==> config.mk <==
export PLATFORM = sky130hd
export DESIGN_NAME = stos_div
export DESIGN_NICKNAME = d
export VERILOG_FILES = /design/src/sv/stos_pkg.sv /design/src/sv/stos_div.sv
export SDC_FILE = /design/constraint.sdc
export NUM_CORES = 1
export LEC_CHECK = 0
export BUFFER_PORTS_ARGS = -buffer_cell sky130_fd_sc_hd__buf_2
export CORE_MARGIN = 5
export CORE_UTILIZATION = 25
export CTS_BUF_LIST = sky130_fd_sc_hd__clkbuf_2
export CTS_CLUSTER_SIZE = 8
export DETAILED_ROUTE_END_ITERATION = 16
export HOLD_SLACK_MARGIN = 0.02
export PLACE_DENSITY = 0.43
export SETUP_SLACK_MARGIN = 0.02
export SKIP_LAST_GASP = 1
export SLEW_MARGIN = 40
export SYNTH_ARGS = -nofsm -noshare
export SYNTH_HDL_FRONTEND = slang
export SYNTH_SLANG_ARGS = --single-unit
export TNS_END_PERCENT = 1
==> constraint.sdc <==
create_clock -name clk -period 9.4 [get_ports clk]
set_input_delay 0.94 -clock clk [delete_from_list [all_inputs] [get_ports clk]]
set_output_delay 0.94 -clock clk [all_outputs]
set_load 0.1 [all_outputs]
==> src/sv/stos_pkg.sv <==
`timescale 1ns / 1ps
`default_nettype none
// ----------------------------------------------------------------------------
// stos_pkg
// Shared types and constants of the spanning tree offset solver.
// ----------------------------------------------------------------------------
package stos_pkg;

  localparam int MAX_SOURCES_DEF = 16;

  localparam int IDX_W   = 4;   // source index field width
  localparam int CORR_W  = 32;
  localparam int PTIME_W = 32;
  localparam int INIT_W  = 40;
  localparam int FRM_W   = 20;
  localparam int FLEN_W  = 32;
  localparam int NSRC_W  = 5;
  localparam int TIME_W  = 48;  // signed absolute time
  localparam int NUM_W   = TIME_W + 8;

  localparam logic [FRM_W-1:0] FRAME_SAT = 20'hFFFFF;

  localparam logic [NSRC_W-1:0] NSRC_RST = 5'd2;
  localparam logic [FLEN_W-1:0] FLEN_RST = 32'd8533248;

  localparam int IN_DATA_W  = 112;
  localparam int OUT_DATA_W = 24;

  typedef enum logic [1:0] {
    FUNC_LOAD_PAIR = 2'd0,
    FUNC_LOAD_INIT = 2'd1,
    FUNC_START     = 2'd2,
    FUNC_NONE      = 2'd3
  } func_t;

  typedef enum logic {
    REG_N_SOURCES = 1'b0,
    REG_FRAME_LEN = 1'b1
  } reg_idx_t;

  typedef enum logic [3:0] {
    S_IDLE,
    S_PICK,
    S_MARK,
    S_RELAX_RD,
    S_RELAX_CMP,
    S_TM_PAR,
    S_TM_RD,
    S_TM_ADD,
    S_MX_RD,
    S_MX_CMP,
    S_PRE_RD,
    S_PRE_CMP,
    S_OUT_DIV,
    S_OUT_WAIT,
    S_OUT_SEND
  } state_t;

endpackage : stos_pkg
`default_nettype wire

==> src/sv/stos_div.sv <==
`timescale 1ns / 1ps
`default_nettype none
// ----------------------------------------------------------------------------
// stos_div
// Bit-serial restoring divider with round half to even and saturation
// to a frame count.
// ----------------------------------------------------------------------------
module stos_div (
  input  wire                              clk,
  input  wire                              rst,
  input  wire                              start,
  input  wire  [stos_pkg::NUM_W-1:0]       num,
  input  wire  [stos_pkg::FLEN_W-1:0]      den,
  output logic                             done,
  output logic [stos_pkg::FRM_W-1:0]       frame
);

  localparam int NW = stos_pkg::NUM_W;
  localparam int DW = stos_pkg::FLEN_W;
  localparam int KW = $clog2(NW + 1);

  logic          busy;
  logic          fin;
  logic [KW-1:0] steps;
  logic [DW-1:0] dv;
  logic [DW-1:0] rem;
  logic [NW-1:0] nsh;
  logic [NW-1:0] quo;

  logic [DW:0]   r2;
  logic          ge;
  logic [DW:0]   r2_sub;
  logic          rnd_up;
  logic [NW:0]   q_rnd;

  assign r2     = {rem, nsh[NW-1]};
  assign ge     = (r2 >= {1'b0, dv});
  assign r2_sub = r2 - {1'b0, dv};
  // halfway goes to the even quotient
  assign rnd_up = ({rem, 1'b0} > {1'b0, dv}) || (({rem, 1'b0} == {1'b0, dv}) && quo[0]);
  assign q_rnd  = {1'b0, quo} + (NW+1)'(rnd_up);

  always_ff @(posedge clk) begin
    if (rst) begin
      busy <= 1'b0;
      fin  <= 1'b0;
      done <= 1'b0;
    end else begin
      done <= 1'b0;
      if (start) begin
        busy  <= 1'b1;
        steps <= KW'(NW);
        rem   <= '0;
        nsh   <= num;
        quo   <= '0;
        dv    <= (den == '0) ? DW'(1) : den;
      end else if (busy) begin
        rem   <= ge ? r2_sub[DW-1:0] : r2[DW-1:0];
        quo   <= {quo[NW-2:0], ge};
        nsh   <= {nsh[NW-2:0], 1'b0};
        steps <= steps - KW'(1);
        if (steps == KW'(1)) begin
          busy <= 1'b0;
          fin  <= 1'b1;
        end
      end
      if (fin) begin
        fin   <= 1'b0;
        done  <= 1'b1;
        frame <= (q_rnd > (NW+1)'(stos_pkg::FRAME_SAT)) ? stos_pkg::FRAME_SAT
                                                        : q_rnd[stos_pkg::FRM_W-1:0];
      end
    end
  end

endmodule : stos_div
`default_nettype wire

==> flow_summary.ini <==
[sta]
maxSlewHeadroom = 0.507
finalSetupTns_ps = 0
drv_slew = 0
fin_crit_sh = 0.575
rsz0062_at_grt = no
final_hold_viol_count = 0
final.setup_skew_ps = 106
fmax_mhz = 185
min_period_ps = 5410
setup-violations-final = 0
worst_slew_pin_slew_ps = 740
hold_ws_ps = 213
setup_slack_ps = 3990

[synthesis]
synth_top_cell_area_share = 0.518
synthSimpleGateAreaFrac = 0.201
yosys.area_share.xor_xnor = 0.0359
ys_warn_count = 0
synth_edf_count = 202
syn_inst = 1096
ys.flop_type = edfxtp_1
synth_area_per_cell_um2 = 10.7
synth_fa_ha_area_frac = 0.0412
ys_ff_latch = 205
synth_cell_types = 69
async_flop_share = 0
syn_area_um2 = 11700
synth.top_cells.by_area = edfxtp_1 (52%), mux2_2 (5.6%), ha_1 (4.0%), nand2_1 (3.3%), nor2b_1 (3.0%)
muxShareOfSynthArea = 0.0592
netlist.top_cell.by_area = edfxtp_1
ys_seq_area_frac = 0.523
synth_compound_area_frac = 0.0971
synth_nets = 1225
synth_top_family_by_area = simple AND/OR/NAND/NOR gates

[cells_and_area]
fin_cells = 1870
drive_gt1_frac = 0.224
area_delta_synth_final_pct = 15.8
final_common_cell = edfxtp_1
nFillCells = 4910
nNetsFinal = 1344
mostFrequentLayoutCells = edfxtp_1 (202), buf_2 (110), nand2_1 (103), clkbuf_2 (84), nor2_1 (64)

[clock_network]
cts_tree = built
cts_max_path_buffers = 3
htree_levels = 2
clk_latency_ps = 1010
cts_buffers = 60
clock-sinks = 205
clockRootBuffer = clkbuf_2
clk_pin_slew_ps = 90

[hold_path]
hold_start = den[15]
worstHoldEndpoint = dv[15]$_SDFFCE_PN0P_
min_path_type = in -> reg
hold_path_depth = 1

[place]
io_buffers = 111
place_inst = 1743
post-place-ws_ps = 3990
place.gp.congestion = 0.871
dp_hpwl_mm = 21.7

[route]
routed_wl_mm = 31.0
avgViaCountPerCell = 4.74
antenna_left = 0
drt_iter0_markers = 505
dr_wl_met3_mm = 1.83
route.met2.wl_mm = 13.0
vias = 8873
wire_per_inst_um = 16.6
drc = 0
wl_met1_mm = 15.5
highest_layer = met5
drt_pass1_iterations = 5

[worst_setup_path]
arrival_ps = 6130
reg2reg_slack_ps = 3990
reg2regPathDepth = 17
startpoint_type = flip-flop
crit_path_start = rem[19]$_SDFFCE_PP0P_
end_kind = flip-flop
r2r-start = rem[19]$_SDFFCE_PP0P_
r2r-end = frame[8]$_SDFFCE_PN1P_
critPathRequiredTime_ps = 10120
path_max_fanout = 20
crit_type = reg -> reg

[floorplanning]
start_util = 0.252
die_y_um = 226
num_io_pins = 112
die_w_um = 226
die_area_um2 = 51300
num_rows = 79
coreArea_um2 = 46500

[power]
p_leak_nw = 4.87
power_switching_mw = 0.698
swShare = 0.315
internal-power_mw = 1.52
seqPwrFrac = 0.504
power_mw = 2.22
p_clk_frac = 0.308
ir_drop_uv = 77.0
combPwrFrac = 0.187
powerDensity_nw_per_um2 = 164

[global_routing]
antenna_found_initial = 3
grt_use_total = 0.120
grt_max_degree = 58
grt_pass1_vias = 8918
grt_first_pass_wirelength_mm = 49.5
grt_overflow = 0

[outcome]
outcome = complete, no violations

[flow_run]
maxCapViolations = 0
registers in the layout, summed over array words and instances (netlist names):
| register | cells |
|---|---|
| frame | 20 |
| steps | 6 |
| dv | 32 |
| nsh | 56 |
| fin | 1 |
| quo | 56 |
| done | 1 |
| busy | 1 |
| rem | 32 |
cell usage after synthesis, types with 3 or more instances:
library cell,number
a21o_1,14
and3_1,19
or3_1,7
clkbuf_1,64
mux2_2,58
o32ai_1,3
nand2_1,103
nor3b_1,3
buf_2,8
inv_1,46
nor3_1,24
o21bai_1,3
xnor2_1,27
o31ai_1,3
a21oi_1,51
nand3b_1,3
xor2_1,21
nand2b_1,10
nor2_1,66
edfxtp_1,202
or4_1,5
and2_1,9
buf_1,8
o221ai_1,3
a31oi_1,6
o211ai_1,8
o21a_1,9
ha_1,37
nand4_1,39
nand3_1,46
o2111ai_1,4
a211oi_1,14
o21ai_0,30
dfxtp_1,3
nor2b_1,56
or2_2,4
and4_1,14
nor4_1,25
mux2i_1,4
power groups by stage:
stage	Clock (mW)	Sequential (mW)	Combinational [mW]
floorplan	0	1.13	0.305
detailed placement	0	1.14	0.411
global route	0.784	1.13	0.467
finish	0.684	1.12	0.416
CTS	0.732	1.12	0.420
global placement	0	1.14	0.410
stage by stage:
stage | utilization | cell area, um^2
2_1_floorplan | - | 11700
3_3_place_gp | 0.275 | 12800
3_5_place_dp | 0.277 | 12800
4_1_cts | 0.292 | 13600
5_1_grt | 0.292 | 13600
6_report | 0.292 | 13600
cell type report:
class | count | area [um^2] | share of cell area
diodes | 2 | 5.00 | 0.000369
clock buffers | 84 | 420 | 0.0310
clock inverters | 24 | 119 | 0.00876
inverters | 46 | 173 | 0.0127
multi-input cells | 763 | 5110 | 0.377
flip-flops and latches | 205 | 6130 | 0.452
well taps | 607 | 759 | 0.0560
repair buffers | 139 | 851 | 0.0627
routing by layer:
| layer | track usage | up-vias |
|---|---|---|
| met5 | 0 | - |
| met4 | 0.0376 | 2 |
| met3 | 0.0347 | 56 |
| met2 | 0.174 | 204 |
| met1 | 0.174 | 4269 |
| li1 | - | 4342 |
worst max path at each step:
stage	endpoint	slack, ps	cells after the start
4_1_cts	frame[8]$_SDFFCE_PN1P_	3960	17
5_1_grt	frame[8]$_SDFFCE_PN1P_	3480	18
3_5_place_dp	frame[8]$_SDFFCE_PN1P_	3990	17
3_3_place_gp	frame[8]$_SDFFCE_PN1P_	4160	17
2_1_floorplan	nsh[0]$_SDFFCE_PN0P_	940	4
6_report	frame[8]$_SDFFCE_PN1P_	3990	17
critical path, cell delays in order, from the launching register on:
cell,delay [ps]
edfxtp_1,400
ha_1,540
nand4_1,230
nor4_1,450
nand2_1,100
o32ai_1,280
a211oi_2,110
mux2i_1,200
ha_1,270
nand2_1,110
or4_1,570
nor3_1,480
mux2_2,390
o21ai_0,170
nand4_1,130
nor4_2,290
buf_4,280
o21ai_0,130
cell families after synthesis:
logic type               Yosys count
multiplexers                      62
AND/OR/NAND/NOR                  442
adder cells (fa/ha/maj)           38
buffers and inverters            128
AO/OA/AOI/OAI                    173
flip-flops                       205
XOR/XNOR                          48
what timing repair did:
item	in CTS	in global routing
setup buffers	0	0
hold buffers	17	0
endpoints found under the hold margin	17	0
endpoints found under the setup margin	0	0
resized for setup	0	0
No activity file was read; power rests on OpenSTA's default activity.
